[src/rtl/core/spi_eeprom_access_sequencer_unit_defines.svh]
// Assertion macros for the SPI EEPROM access sequencer.
`ifndef SPI_EEPROM_ACCESS_SEQUENCER_UNIT_DEFINES_SVH
`define SPI_EEPROM_ACCESS_SEQUENCER_UNIT_DEFINES_SVH
`ifndef SYNTHESIS
// same-cycle implication, clocked on clk_i, held off during reset
`define SEAS_ASSERT_IMP(lbl, ante, cons, msg) \
  lbl: assert property (@(posedge clk_i) disable iff (!rst_ni) (ante) |-> (cons)) \
    else $error(msg);
// next-cycle implication
`define SEAS_ASSERT_NXT(lbl, ante, cons, msg) \
  lbl: assert property (@(posedge clk_i) disable iff (!rst_ni) (ante) |=> (cons)) \
    else $error(msg);
`else
`define SEAS_ASSERT_IMP(lbl, ante, cons, msg)
`define SEAS_ASSERT_NXT(lbl, ante, cons, msg)
`endif
`endif

[src/rtl/core/seas_pkg.sv]
// Types, codes and helpers shared by the SPI EEPROM access sequencer.
`default_nettype none
package seas_pkg;

  // request codes
  localparam logic [1:0] ReqRead   = 2'd0;
  localparam logic [1:0] ReqWrite  = 2'd1;
  localparam logic [1:0] ReqRxByte = 2'd2;

  // EEPROM opcodes
  localparam logic [7:0] CmdWrite  = 8'h02;
  localparam logic [7:0] CmdRdsr   = 8'h05;
  localparam logic [7:0] CmdRead   = 8'h03;
  localparam logic [7:0] CmdWren   = 8'h06;
  localparam logic [7:0] DummyByte = 8'h00;

  localparam int unsigned AddrW = 9;

  typedef struct packed {
    logic [1:0]       req_type;
    logic [AddrW-1:0] address;
    logic [7:0]       write_value;
    logic [7:0]       rx_byte;
  } in_item_t;

  typedef struct packed {
    logic       tx_valid;
    logic [7:0] tx_byte;
    logic       frame_last;
    logic       read_valid;
    logic [7:0] read_data;
    logic       write_done;
    logic       rejected;
  } out_item_t;

  // result batch handed from the step logic to the output buffer
  typedef struct packed {
    logic                load;
    logic [1:0]          num;
    out_item_t [2:0]     item;
  } res_load_t;

  function automatic out_item_t tx_item(logic [7:0] b, logic last);
    out_item_t r;
    r = '0;
    r.tx_valid   = 1'b1;
    r.tx_byte    = b;
    r.frame_last = last;
    return r;
  endfunction

endpackage
`default_nettype wire

[src/rtl/core/seas_if.sv]
// Valid/ready channel interfaces for request and result items.
`default_nettype none
interface seas_in_if;
  logic       valid;
  logic       ready;
  logic [1:0] req_type;
  logic [8:0] address;
  logic [7:0] write_value;
  logic [7:0] rx_byte;

  modport source (output valid, req_type, address, write_value, rx_byte, input ready);
  modport sink   (input valid, req_type, address, write_value, rx_byte, output ready);
endinterface

interface seas_out_if;
  logic       valid;
  logic       ready;
  logic       tx_valid;
  logic [7:0] tx_byte;
  logic       frame_last;
  logic       read_valid;
  logic [7:0] read_data;
  logic       write_done;
  logic       rejected;

  modport source (output valid, tx_valid, tx_byte, frame_last, read_valid, read_data,
                  write_done, rejected, input ready);
  modport sink   (input valid, tx_valid, tx_byte, frame_last, read_valid, read_data,
                  write_done, rejected, output ready);
endinterface
`default_nettype wire

[src/rtl/core/seas_step.sv]
// Input register, access phase state and per-item result generation.
`default_nettype none
module seas_step (
  input  wire logic                clk_i,
  input  wire logic                rst_ni,
  input  wire logic                in_valid_i,
  input  wire seas_pkg::in_item_t  in_item_i,
  output logic                     in_ready_o,
  input  wire logic                load_ok_i,
  output seas_pkg::res_load_t      res_o
);

  typedef enum logic [2:0] {
    PhIdle  = 3'd0,
    PhPollA = 3'd1,
    PhPollB = 3'd2,
    PhWren  = 3'd3,
    PhWrite = 3'd4,
    PhRead  = 3'd5
  } phase_e;

  seas_pkg::in_item_t in_q;
  logic               in_vld_q;
  phase_e             phase_q, phase_d;
  logic               op_wr_q, op_wr_d;
  logic [8:0]         addr_q, addr_d;
  logic [7:0]         val_q, val_d;
  logic [1:0]         br_q, br_d;
  logic [1:0]         cnt;
  logic [7:0]         a8_bits;
  logic               xfer;

  assign xfer       = in_vld_q & load_ok_i;
  assign in_ready_o = ~in_vld_q | load_ok_i;
  assign cnt        = br_q + 2'd1;
  assign a8_bits    = {4'b0000, addr_q[8], 3'b000};

  always_comb begin
    phase_d = phase_q;
    op_wr_d = op_wr_q;
    addr_d  = addr_q;
    val_d   = val_q;
    br_d    = br_q;
    res_o      = '0;
    res_o.load = xfer;
    if (in_q.req_type == seas_pkg::ReqRead || in_q.req_type == seas_pkg::ReqWrite) begin
      if (phase_q != PhIdle) begin
        res_o.num              = 2'd1;
        res_o.item[0].rejected = 1'b1;
      end else begin
        op_wr_d = in_q.req_type[0];
        addr_d  = in_q.address;
        val_d   = in_q.write_value;
        br_d    = 2'd0;
        phase_d = PhPollA;
        res_o.num     = 2'd2;
        res_o.item[0] = seas_pkg::tx_item(seas_pkg::CmdRdsr, 1'b0);
        res_o.item[1] = seas_pkg::tx_item(seas_pkg::DummyByte, 1'b1);
      end
    end else if (in_q.req_type == seas_pkg::ReqRxByte && phase_q != PhIdle) begin
      br_d = cnt;
      case (phase_q)
        PhPollA, PhPollB: begin
          if (cnt >= 2'd2) begin
            br_d = 2'd0;
            if (in_q.rx_byte[0] || (phase_q == PhPollA && op_wr_q)) begin
              // busy status, or first of the two write polls: poll again
              if (!in_q.rx_byte[0]) phase_d = PhPollB;
              res_o.num     = 2'd2;
              res_o.item[0] = seas_pkg::tx_item(seas_pkg::CmdRdsr, 1'b0);
              res_o.item[1] = seas_pkg::tx_item(seas_pkg::DummyByte, 1'b1);
            end else if (phase_q == PhPollA) begin
              phase_d = PhRead;
              res_o.num     = 2'd3;
              res_o.item[0] = seas_pkg::tx_item(seas_pkg::CmdRead | a8_bits, 1'b0);
              res_o.item[1] = seas_pkg::tx_item(addr_q[7:0], 1'b0);
              res_o.item[2] = seas_pkg::tx_item(seas_pkg::DummyByte, 1'b1);
            end else begin
              phase_d = PhWren;
              res_o.num     = 2'd1;
              res_o.item[0] = seas_pkg::tx_item(seas_pkg::CmdWren, 1'b1);
            end
          end
        end
        PhWren: begin
          br_d    = 2'd0;
          phase_d = PhWrite;
          res_o.num     = 2'd3;
          res_o.item[0] = seas_pkg::tx_item(seas_pkg::CmdWrite | a8_bits, 1'b0);
          res_o.item[1] = seas_pkg::tx_item(addr_q[7:0], 1'b0);
          res_o.item[2] = seas_pkg::tx_item(val_q, 1'b1);
        end
        PhWrite: begin
          if (cnt == 2'd3) begin
            br_d    = 2'd0;
            phase_d = PhIdle;
            res_o.num                = 2'd1;
            res_o.item[0].write_done = 1'b1;
          end
        end
        PhRead: begin
          if (cnt == 2'd3) begin
            br_d    = 2'd0;
            phase_d = PhIdle;
            res_o.num                = 2'd1;
            res_o.item[0].read_valid = 1'b1;
            res_o.item[0].read_data  = in_q.rx_byte;
          end
        end
        default: begin
          br_d    = 2'd0;
          phase_d = PhIdle;
        end
      endcase
    end
  end

  always_ff @(posedge clk_i or negedge rst_ni) begin
    if (!rst_ni) begin
      in_vld_q <= 1'b0;
      phase_q  <= PhIdle;
      op_wr_q  <= 1'b0;
      addr_q   <= '0;
      val_q    <= '0;
      br_q     <= '0;
    end else begin
      if (in_ready_o) in_vld_q <= in_valid_i;
      if (xfer) begin
        phase_q <= phase_d;
        op_wr_q <= op_wr_d;
        addr_q  <= addr_d;
        val_q   <= val_d;
        br_q    <= br_d;
      end
    end
  end

  always_ff @(posedge clk_i) begin
    if (in_ready_o && in_valid_i) in_q <= in_item_i;
  end

endmodule
`default_nettype wire

[src/rtl/core/seas_obuf.sv]
// Three-slot result buffer, one result item per cycle if out_ready_i.
`default_nettype none
module seas_obuf (
  input  wire logic                clk_i,
  input  wire logic                rst_ni,
  input  wire seas_pkg::res_load_t res_i,
  output logic                     load_ok_o,
  output logic                     out_valid_o,
  output seas_pkg::out_item_t      out_item_o,
  input  wire logic                out_ready_i
);

  seas_pkg::out_item_t [2:0] slot_q;
  logic [1:0]                rem_q;
  logic [1:0]                idx_q;
  logic                      pop;

  assign out_valid_o = (rem_q != 2'd0);
  assign pop         = out_valid_o & out_ready_i;
  // free when empty or once the last pending result leaves this cycle
  assign load_ok_o   = (rem_q == 2'd0) || (rem_q == 2'd1 && pop);
  assign out_item_o  = slot_q[idx_q];

  always_ff @(posedge clk_i or negedge rst_ni) begin
    if (!rst_ni) begin
      rem_q <= 2'd0;
      idx_q <= 2'd0;
    end else if (res_i.load && load_ok_o) begin
      rem_q <= res_i.num;
      idx_q <= 2'd0;
    end else if (pop) begin
      rem_q <= rem_q - 2'd1;
      idx_q <= idx_q + 2'd1;
    end
  end

  always_ff @(posedge clk_i) begin
    if (res_i.load && load_ok_o) slot_q <= res_i.item;
  end

endmodule
`default_nettype wire

[src/rtl/core/spi_eeprom_access_sequencer_unit.sv]
// Top level of the SPI EEPROM access sequencer.
//
// Usage: in_i carries requests (read, write) and bytes received from the SPI
// shifter; out_o carries result items: bytes to send with a frame-end flag,
// completed reads, write completion and rejections. Each accepted item gives
// zero to three result items, in order, one per cycle on out_o while it is ready.
// Path: an accepted item is held in the input register and decoded from it;
// its results are loaded into the result buffer once that is free, the first
// result is presented after the load, the rest on following cycles.
// Throughput: one item per cycle when it yields at most one result and out_o is
// ready; else the next item waits out its results (single-output result buffer).
// Stall: while out_o is held, the input register still takes one item; after
// that in_i.ready drops until the buffer drains. Nothing is dropped.
// Reset: asynchronous, active low; the sequencer returns to idle with no
// access held and the buffers empty.
// A request that arrives mid-access gives one item with rejected set; a
// received byte while idle gives nothing.
`default_nettype none
`include "spi_eeprom_access_sequencer_unit_defines.svh"
module spi_eeprom_access_sequencer_unit (
  input  wire logic   clk_i,
  input  wire logic   rst_ni,
  seas_in_if.sink     in_i,
  seas_out_if.source  out_o
);

  seas_pkg::in_item_t  in_item;
  seas_pkg::res_load_t res;
  seas_pkg::out_item_t out_item;
  logic                load_ok;
  logic                in_ready;
  logic                out_valid;

  assign in_item.req_type    = in_i.req_type;
  assign in_item.address     = in_i.address;
  assign in_item.write_value = in_i.write_value;
  assign in_item.rx_byte     = in_i.rx_byte;
  assign in_i.ready          = in_ready;

  // phase tracking and result decode
  seas_step u_step (
    .clk_i      (clk_i),
    .rst_ni     (rst_ni),
    .in_valid_i (in_i.valid),
    .in_item_i  (in_item),
    .in_ready_o (in_ready),
    .load_ok_i  (load_ok),
    .res_o      (res)
  );

  // result items leave one per cycle while out_o is ready
  seas_obuf u_obuf (
    .clk_i       (clk_i),
    .rst_ni      (rst_ni),
    .res_i       (res),
    .load_ok_o   (load_ok),
    .out_valid_o (out_valid),
    .out_item_o  (out_item),
    .out_ready_i (out_o.ready)
  );

  assign out_o.valid      = out_valid;
  assign out_o.tx_valid   = out_item.tx_valid;
  assign out_o.tx_byte    = out_item.tx_byte;
  assign out_o.frame_last = out_item.frame_last;
  assign out_o.read_valid = out_item.read_valid;
  assign out_o.read_data  = out_item.read_data;
  assign out_o.write_done = out_item.write_done;
  assign out_o.rejected   = out_item.rejected;

  // input only backs up behind pending results
  `SEAS_ASSERT_IMP(a_stall_needs_output, !in_ready, out_valid, "input stalled with no result pending")
  // a rejection carries nothing else
  `SEAS_ASSERT_IMP(a_reject_clean, out_valid && out_item.rejected, !out_item.tx_valid && !out_item.read_valid && !out_item.write_done, "rejected item carries other flags")
  // frame end only on a sent byte
  `SEAS_ASSERT_IMP(a_last_on_tx, out_valid && out_item.frame_last, out_item.tx_valid, "frame end without byte")
  // a loaded batch is presented on the next cycle when nonempty
  `SEAS_ASSERT_NXT(a_batch_shown, res.load && load_ok && res.num != 2'd0, out_valid, "loaded results not presented")

endmodule
`default_nettype wire
[src/flat_wrapper.sv]
// flat-port wrapper written by rule: the top's interface ports become plain ports
module spi_eeprom_access_sequencer_unit_flat 
  (clk_i, rst_ni, in_i_valid, in_i_req_type, in_i_address, in_i_write_value, in_i_rx_byte, in_i_ready, out_o_valid, out_o_tx_valid, out_o_tx_byte, out_o_frame_last, out_o_read_valid, out_o_read_data, out_o_write_done, out_o_rejected, out_o_ready);
  seas_in_if in_i_i ();
  seas_out_if out_o_i ();
  input  wire logic clk_i;
  input  wire logic rst_ni;
  input wire logic [$bits(in_i_i.valid)-1:0] in_i_valid;
  input wire logic [$bits(in_i_i.req_type)-1:0] in_i_req_type;
  input wire logic [$bits(in_i_i.address)-1:0] in_i_address;
  input wire logic [$bits(in_i_i.write_value)-1:0] in_i_write_value;
  input wire logic [$bits(in_i_i.rx_byte)-1:0] in_i_rx_byte;
  output wire logic [$bits(in_i_i.ready)-1:0] in_i_ready;
  output wire logic [$bits(out_o_i.valid)-1:0] out_o_valid;
  output wire logic [$bits(out_o_i.tx_valid)-1:0] out_o_tx_valid;
  output wire logic [$bits(out_o_i.tx_byte)-1:0] out_o_tx_byte;
  output wire logic [$bits(out_o_i.frame_last)-1:0] out_o_frame_last;
  output wire logic [$bits(out_o_i.read_valid)-1:0] out_o_read_valid;
  output wire logic [$bits(out_o_i.read_data)-1:0] out_o_read_data;
  output wire logic [$bits(out_o_i.write_done)-1:0] out_o_write_done;
  output wire logic [$bits(out_o_i.rejected)-1:0] out_o_rejected;
  input wire logic [$bits(out_o_i.ready)-1:0] out_o_ready;
  assign in_i_i.valid = in_i_valid;
  assign in_i_i.req_type = in_i_req_type;
  assign in_i_i.address = in_i_address;
  assign in_i_i.write_value = in_i_write_value;
  assign in_i_i.rx_byte = in_i_rx_byte;
  assign in_i_ready = in_i_i.ready;
  assign out_o_valid = out_o_i.valid;
  assign out_o_tx_valid = out_o_i.tx_valid;
  assign out_o_tx_byte = out_o_i.tx_byte;
  assign out_o_frame_last = out_o_i.frame_last;
  assign out_o_read_valid = out_o_i.read_valid;
  assign out_o_read_data = out_o_i.read_data;
  assign out_o_write_done = out_o_i.write_done;
  assign out_o_rejected = out_o_i.rejected;
  assign out_o_i.ready = out_o_ready;
  spi_eeprom_access_sequencer_unit u_core (.clk_i(clk_i), .rst_ni(rst_ni), .in_i(in_i_i), .out_o(out_o_i));
endmodule
[config.mk]
export PLATFORM = sky130hd
export DESIGN_NAME = spi_eeprom_access_sequencer_unit_flat
export DESIGN_NICKNAME = d
export VERILOG_FILES = /design/src/rtl/core/seas_pkg.sv /design/src/rtl/core/seas_if.sv /design/src/rtl/core/seas_step.sv /design/src/rtl/core/seas_obuf.sv /design/src/rtl/core/spi_eeprom_access_sequencer_unit.sv /design/src/flat_wrapper.sv
export VERILOG_INCLUDE_DIRS = /design/src /design/src/rtl/core
export SDC_FILE = /design/constraint.sdc
export NUM_CORES = 1
export LEC_CHECK = 0
export BUFFER_PORTS_ARGS = -buffer_cell sky130_fd_sc_hd__buf_2
export CAP_MARGIN = 10
export CORE_MARGIN = 2
export CORE_UTILIZATION = 55
export CTS_CLUSTER_DIAMETER = 50
export DETAILED_ROUTE_END_ITERATION = 10
export GPL_TIMING_DRIVEN = 0
export PLACE_DENSITY = 0.78
export SLEW_MARGIN = 20
export SYNTH_ARGS = -nofsm -noshare
export SYNTH_HDL_FRONTEND = slang
export SYNTH_SLANG_ARGS = --single-unit
export TNS_END_PERCENT = 1
[constraint.sdc]
create_clock -name clk_i -period 5.4 [get_ports clk_i]
set_input_delay 1.08 -clock clk_i [delete_from_list [all_inputs] [get_ports clk_i]]
set_output_delay 1.08 -clock clk_i [all_outputs]
set_load 0.05 [all_outputs]
==> results of run 1 <==
-- state kept, by name, summed over array words and instances, names as in the netlist --
| signal | cells |
|---|---|
| u_core.u_step.op_wr_q | 1 |
| u_core.u_step.addr_q | 9 |
| u_core.u_step.br_q | 2 |
| u_core.u_obuf.rem_q | 2 |
| u_core.u_obuf.slot_q | 36 |
| u_core.u_step.in_vld_q | 1 |
| u_core.u_step.in_q | 27 |
| u_core.u_step.val_q | 8 |
| u_core.u_step.phase_q | 3 |
| u_core.u_obuf.idx_q | 2 |
-- worst max-delay path, delay by kind of cell, from the launching register on --
kind                   cells  cell delay [ns]
buffers and inverters      3             1.04
and+or+nand+nor            2             0.35
DFF                        1             0.37
AOI/OAI and AO/OA          1             0.13
-- how the worst max path moves through the flow --
stage	cells past startpoint	end	startpoint	slack [ns]
6_report	6	out_o_tx_byte[1]	u_core.u_obuf.idx_q[1]	2.06
5_1_grt	6	out_o_tx_byte[1]	u_core.u_obuf.idx_q[1]	1.88
4_1_cts	6	out_o_tx_byte[1]	u_core.u_obuf.idx_q[1]	2.05
3_5_place_dp	7	u_core.u_step.addr_q[5]	out_o_ready	2.36
3_3_place_gp	7	u_core.u_step.op_wr_q	out_o_ready	1.89
2_1_floorplan	3	out_o_frame_last	u_core.u_obuf.idx_q[1]	2.43
-- synthesized netlist by cell type, types with 2 or more instances --
cell type	instances
buf_2	2
mux2_2	9
mux2_4	10
clkbuf_1	8
nand2_1	15
dfrtp_1	28
nand3b_1	2
mux2i_1	10
a21oi_1	6
a211oi_1	2
nor3_1	3
nand3_1	2
edfxtp_1	63
ha_1	5
nand2b_1	5
a22o_1	4
o21ai_0	13
nor2b_1	8
or2b_1	2
inv_1	9
buf_6	2
nor2_1	12
and2_1	30
and3_1	9
-- per-layer routing --
| metal | part of all wire | vias to the layer above | track usage | routed length, um |
|---|---|---|---|---|
| li1 | - | 1151 | - | - |
| met2 | 0.52 | 66 | 0.341 | 3660 |
| met4 | 0.013 | 0 | 0.0733 | 95 |
| met5 | 0 | - | 0 | 0 |
| met1 | 0.42 | 1153 | 0.242 | 3000 |
| met3 | 0.049 | 9 | 0.0480 | 345 |
-- layout make-up --
type	count	area, sq um	share of cell area
flip-flops and latches	91	2590	0.563
multi-input cells	171	1280	0.277
repair buffers	53	265	0.0576
clock buffers	10	128	0.0277
well taps	99	124	0.0269
clock inverters	6	97.6	0.0212
plain buffers	14	86.3	0.0188
inverters	9	33.8	0.00734
-- power by group through the flow --
stage / combinational (mW) / clock, mW / sequential [mW]
after global placement: 1.20 / 0 / 1.19
after floorplan: 0.960 / 0 / 1.16
after detailed placement: 1.23 / 0 / 1.20
final: 1.22 / 0.518 / 1.18
after global routing: 1.32 / 0.549 / 1.21
after CTS: 1.23 / 0.524 / 1.18
-- cells by family after synthesis --
kind of cell	synth area share
DFF	0.650
buffers and inverters	0.0301
and+or+nand+nor	0.154
muxes	0.0882
adders and majority gates	0.0157
AOI/OAI and AO/OA	0.0621
-- metrics by stage --
| step | total power [mW] | cell area (sq um) |
|---|---|---|
| 2_1_floorplan | 2.12 | 3990 |
| 3_3_place_gp | 2.38 | 4380 |
| 3_5_place_dp | 2.42 | 4380 |
| 4_1_cts | 2.94 | 4600 |
| 5_1_grt | 3.08 | 4600 |
| 6_report | 2.92 | 4600 |
==> results.cfg, run 1 <==
[status]
status = finished clean

[floorplan]
rows = 31
start_util = 0.559
chipWidth_um = 89.1
core_sq_mm = 0.00714
die_h_um = 89.1
io_pins = 54
die_area_sq_mm = 0.00795

[placement]
pre_cts_ws_ns = 2.36
routabilityCongestion = 0.851
dp_cells = 437
dp_hpwl_mm = 4.89
port_buffers = 53

[clock_tree]
post-cts-setup-buffers = 0
cts_buffer_depth = 2
clock-root-buffer = clkbuf_8
cts_hold_buf = 0
post_cts_resized = 0
numCtsBuffers = 9
clkTransAtPathRegs_ns = 0.09
htreeDepth = 3
clock_latency_ns = 0.37
cts_tree = built
clock_sinks = 91

[routing]
drc_errors = 0
viasPerCell = 5.25
drt_wl_total_mm = 7.10
vias = 2379
wl_per_cell_um = 15.7
firstDrtPassIters = 5
drt_iter0_markers = 234
detail-route-antenna-nets = 0

[setup_path]
r2r_end = u_core.u_step.addr_q[5]
crit_fanout = 10
max_stage_delay_ns = 0.42
path_class = register to output pin
r2r_slack_ns = 2.85
reg2reg_from = u_core.u_obuf.rem_q[0]
critPathLaunchType = register
cp.required_ns = 4.32
crit_chain = clkbuf_1, nor2b_1, clkbuf_1, nand2_1, o21ai_0, buf_2
crit_path_frequent_cell = clkbuf_1
crit_path_end_kind = output pin
crit_slowest_cell = clkbuf_1
cp.arrival_ns = 2.26
r2r_cells = 8

[pwr]
ir_worst_vdd_mv = 0.308
seq_power_share = 0.404
sw_frac_of_total = 0.410
powerDensity_mw_per_mm2 = 635
pwr-share-clk = 0.177
comb_power_share = 0.418
power_switching_mw = 1.20
p_int_mw = 1.72
power_leakage_nw = 1.99

[yosys]
synthArstFlopShare = 0.308
yosys_warnings = 0
syn_inst = 285
synth_edf_count = 63
avgSynthCellArea_sq_um = 14.0
synthTopCellsByArea = edfxtp_1 47%, dfrtp_1 18%, and2_1 4.7%, mux2_4 3.8%, mux2_2 2.5%
ys_ff_latch = 91
netlist-cell-type-count = 50
netlist_area_sq_mm = 0.00399
yosysSeqAreaShare = 0.650
synth_nets = 321
synth_ff_type = edfxtp_1
yosysTopAreaCellShare = 0.474
yosys.area.top_type = edfxtp_1

[sta]
setup_violations = 0
min_period_ns = 3.34
slew_violations = 0
whs_ns = 0.482
fin_tns_setup_ns = 0
hold_violations = 0
slew_headroom = 0.426
finClkSkew_ns = 0.0105
finalCritPeriodShare = 0.618
rsz0062_at_grt = false
postLayoutSetupSlackWorst_ns = 2.06
tightest_slew_ns = 0.860
timing.fmax_mhz = 299

[min_path]
worstHoldPathCells = 1
hold_path_class = register to register
min_from = u_core.u_step.in_q[16]
min_to = u_core.u_step.addr_q[0]

[final_layout]
layout_common_cells = 63 x edfxtp_1, 55 x buf_2, 29 x and2_1, 28 x dfrtp_1, 15 x nand2_1
mostFrequentLayoutCell = edfxtp_1
final_util = 0.645
antennaDiodeCount = 0
finalNetCount = 385
area_delta_synth_final_pct = 15.4
final_cells = 453
layout-drive-gt1-share = 0.288
fill_cells = 551

[global_routing]
grt_pass1_vias = 2382
antenna_found_initial = 0
grt-ovfl-total = 0
grt_max_degree = 42
track_usage = 0.198
grt_pass1_wl_mm = 11.4

[job]
drv_cap = 0
(Power assumes the default switching activity.)
==> run 2: changes to the inputs <==
--- a/config.mk
+++ b/config.mk
@@ -6,14 +6,15 @@
 export SDC_FILE = /design/constraint.sdc
 export NUM_CORES = 1
 export LEC_CHECK = 0
+export ABC_AREA = 1
 export BUFFER_PORTS_ARGS = -buffer_cell sky130_fd_sc_hd__buf_2
 export CAP_MARGIN = 10
 export CORE_MARGIN = 2
-export CORE_UTILIZATION = 55
+export CORE_UTILIZATION = 51
 export CTS_CLUSTER_DIAMETER = 50
 export DETAILED_ROUTE_END_ITERATION = 10
 export GPL_TIMING_DRIVEN = 0
-export PLACE_DENSITY = 0.78
+export PLACE_DENSITY = 0.76
 export SLEW_MARGIN = 20
 export SYNTH_ARGS = -nofsm -noshare
 export SYNTH_HDL_FRONTEND = slang
==> constraint.sdc (replaced) <==
create_clock -name clk_i -period 2.78 [get_ports clk_i]
set_input_delay 0.556 -clock clk_i [delete_from_list [all_inputs] [get_ports clk_i]]
set_output_delay 0.556 -clock clk_i [all_outputs]
set_load 0.05 [all_outputs]
==> results.cfg, run 2 <==
[sta]
postLayoutSetupSlackWorst_ns = 0.227
finalCritPeriodShare = 0.918
hold_violations = 0
tightest_slew_ns = 0.939
min_period_ns = 2.55
rsz0062_at_grt = false
whs_ns = 0.200
setup_violations = 0
slew_headroom = 0.370
finClkSkew_ns = 0.0136
fin_tns_setup_ns = 0
slew_violations = 0
timing.fmax_mhz = 392

[routing]
detail-route-antenna-nets = 0
firstDrtPassIters = 4
wl_per_cell_um = 12.7
drt_wl_total_mm = 6.56
viasPerCell = 4.85
vias = 2499
drc_errors = 0
drt_iter0_markers = 187

[global_routing]
grt_pass1_wl_mm = 11.2
grt-ovfl-total = 0
track_usage = 0.176
grt_max_degree = 41
grt_pass1_vias = 2500
antenna_found_initial = 0

[setup_path]
path_class = register to output pin
r2r_slack_ns = 0.47
r2r_end = u_core.u_step.in_q[26]
max_stage_delay_ns = 0.39
cp.arrival_ns = 2.00
crit_path_end_kind = output pin
r2r_cells = 6
critPathBufInv = 4
reg2reg_from = u_core.u_obuf.rem_q[0]
crit_slowest_cell = dfrtp_1
crit_chain = inv_1, clkbuf_1, buf_1, nand2_1, nor2_1, buf_2
crit_fanout = 10
cp.required_ns = 2.22
critPathLaunchType = register
critical_path.top_delay_family = buffers and inverters

[placement]
placed_cell_area_sq_mm = 0.00416
routabilityCongestion = 0.899
pre_cts_ws_ns = 0.207
port_buffers = 53
dp_hpwl_mm = 4.61
dp_cells = 499

[final_layout]
mostFrequentLayoutCell = nor2_1
top_regs = u_core.u_obuf.slot_q x36, u_core.u_step.in_q x27, u_core.u_step.addr_q x9
final_cells = 515
layout-drive-gt1-share = 0.209
largest_register_ffs = 36
final_util = 0.600
layout_common_cells = 65 x nor2_1, 63 x edfxtp_1, 56 x buf_2, 52 x nand2_1, 44 x inv_1
area_delta_synth_final_pct = 14.9
largest-register = u_core.u_obuf.slot_q
antennaDiodeCount = 0
finalNetCount = 447
stdcell_area_sq_mm = 0.00433

[yosys]
yosysTopAreaCellShare = 0.502
netlist_area_sq_mm = 0.00377
synthArstFlopShare = 0.308
yosysMostFrequentCell = nor2_1
syn_inst = 347
netlist-cell-type-count = 27
synth_edf_count = 63
yosys_warnings = 0
synth_nets = 383
yosysSeqAreaShare = 0.688
synthTopCellsByArea = edfxtp_1 50%, dfrtp_1 19%, nor2_1 6.5%, nand2_1 5.2%, inv_1 4.5%
synth_ff_type = edfxtp_1
avgSynthCellArea_sq_um = 10.9
ys_ff_latch = 91
yosys.area.top_type = edfxtp_1
synth_commonest_cells = 65 x nor2_1, 63 x edfxtp_1, 52 x nand2_1

[clock_tree]
post-cts-setup-buffers = 0
clock_sinks = 91
cts_hold_buf = 0
cts_buffer_depth = 2
cts_tree = built
htreeDepth = 3
clkTransAtPathRegs_ns = 0.09
post_cts_resized = 0
numCtsBuffers = 9
clock_latency_ns = 0.35
clock-root-buffer = clkbuf_8

[pwr]
seq_power_share = 0.427
powerDensity_mw_per_mm2 = 1180
p_total_mw = 5.09
p_int_mw = 2.84
pwr-share-clk = 0.153
power_leakage_nw = 1.95
ir_worst_vdd_mv = 0.376
comb_power_share = 0.420
sw_frac_of_total = 0.442
power_switching_mw = 2.25

[floorplan]
io_pins = 54
start_util = 0.522
rows = 31
chipWidth_um = 89.9
die_area_sq_mm = 0.00809
core_sq_mm = 0.00721
die_h_um = 89.9

[job]
drv_cap = 0

[min_path]
hold_path_class = primary input to async pin

[status]
status = finished clean
-- run 2: worst max-delay path by stage --
| stage | from | to | slack (ns) | cells past startpoint |
|---|---|---|---|---|
| 2_1_floorplan | u_core.u_obuf.rem_q[0] | u_core.u_step.in_q[0] | 0.48 | 6 |
| 3_5_place_dp | u_core.u_obuf.rem_q[0] | u_core.u_step.addr_q[0] | 0.21 | 10 |
| 3_3_place_gp | out_o_ready | u_core.u_step.addr_q[0] | 0.26 | 9 |
| 4_1_cts | u_core.u_obuf.rem_q[0] | u_core.u_step.addr_q[0] | 0.19 | 10 |
| 6_report | u_core.u_obuf.idx_q[0] | out_o_read_valid | 0.23 | 6 |
| 5_1_grt | u_core.u_obuf.idx_q[0] | out_o_read_data[2] | 0.02 | 6 |
-- run 2: layout make-up --
| cell class | count | area (sq um) |
|---|---|---|
| clock inverters | 5 | 37.5 |
| clock buffers | 11 | 131 |
| repair buffers | 53 | 265 |
| multi-input cells | 197 | 948 |
| plain buffers | 7 | 30.0 |
| inverters | 52 | 198 |
| well taps | 99 | 124 |
| flip-flops and latches | 91 | 2590 |
| fillers | 596 | 2890 |
-- run 2: per-layer routing --
metal	vias up	global-route usage	wire, um
met4	0	0.0615	108
met2	55	0.299	3250
met1	1168	0.219	2910
met5	-	0	0
li1	1267	-	-
met3	9	0.0469	292
-- run 2: worst register-to-register path, cell delays in order (launching register included) --
cell and delay [ns]:
dfrtp_1 0.41, inv_1 0.07, ha_1 0.23, inv_2 0.08, nand3_1 0.11, nand2_1 0.12
clkinv_1 0.73
-- run 2: logic make-up (layout without fill, tap and decap cells) --
| group | count (synthesis) | in the layout | share of synthesized area |
|---|---|---|---|
| compound gates | 41 | 41 | 0.0641 |
| simple gates | 151 | 151 | 0.171 |
| fa+ha+maj | 5 | 5 | 0.0166 |
| flops | 91 | 91 | 0.688 |
| buf+inv | 59 | 128 | 0.0598 |
-- run 2: power by group through the flow --
stage,registers [mW],logic [mW],clock network (mW)
2_1_floorplan,2.16,1.67,0
3_3_place_gp,2.19,2.08,0
3_5_place_dp,2.21,2.15,0
4_1_cts,2.18,2.16,0.799
5_1_grt,2.22,2.35,0.850
6_report,2.17,2.14,0.780
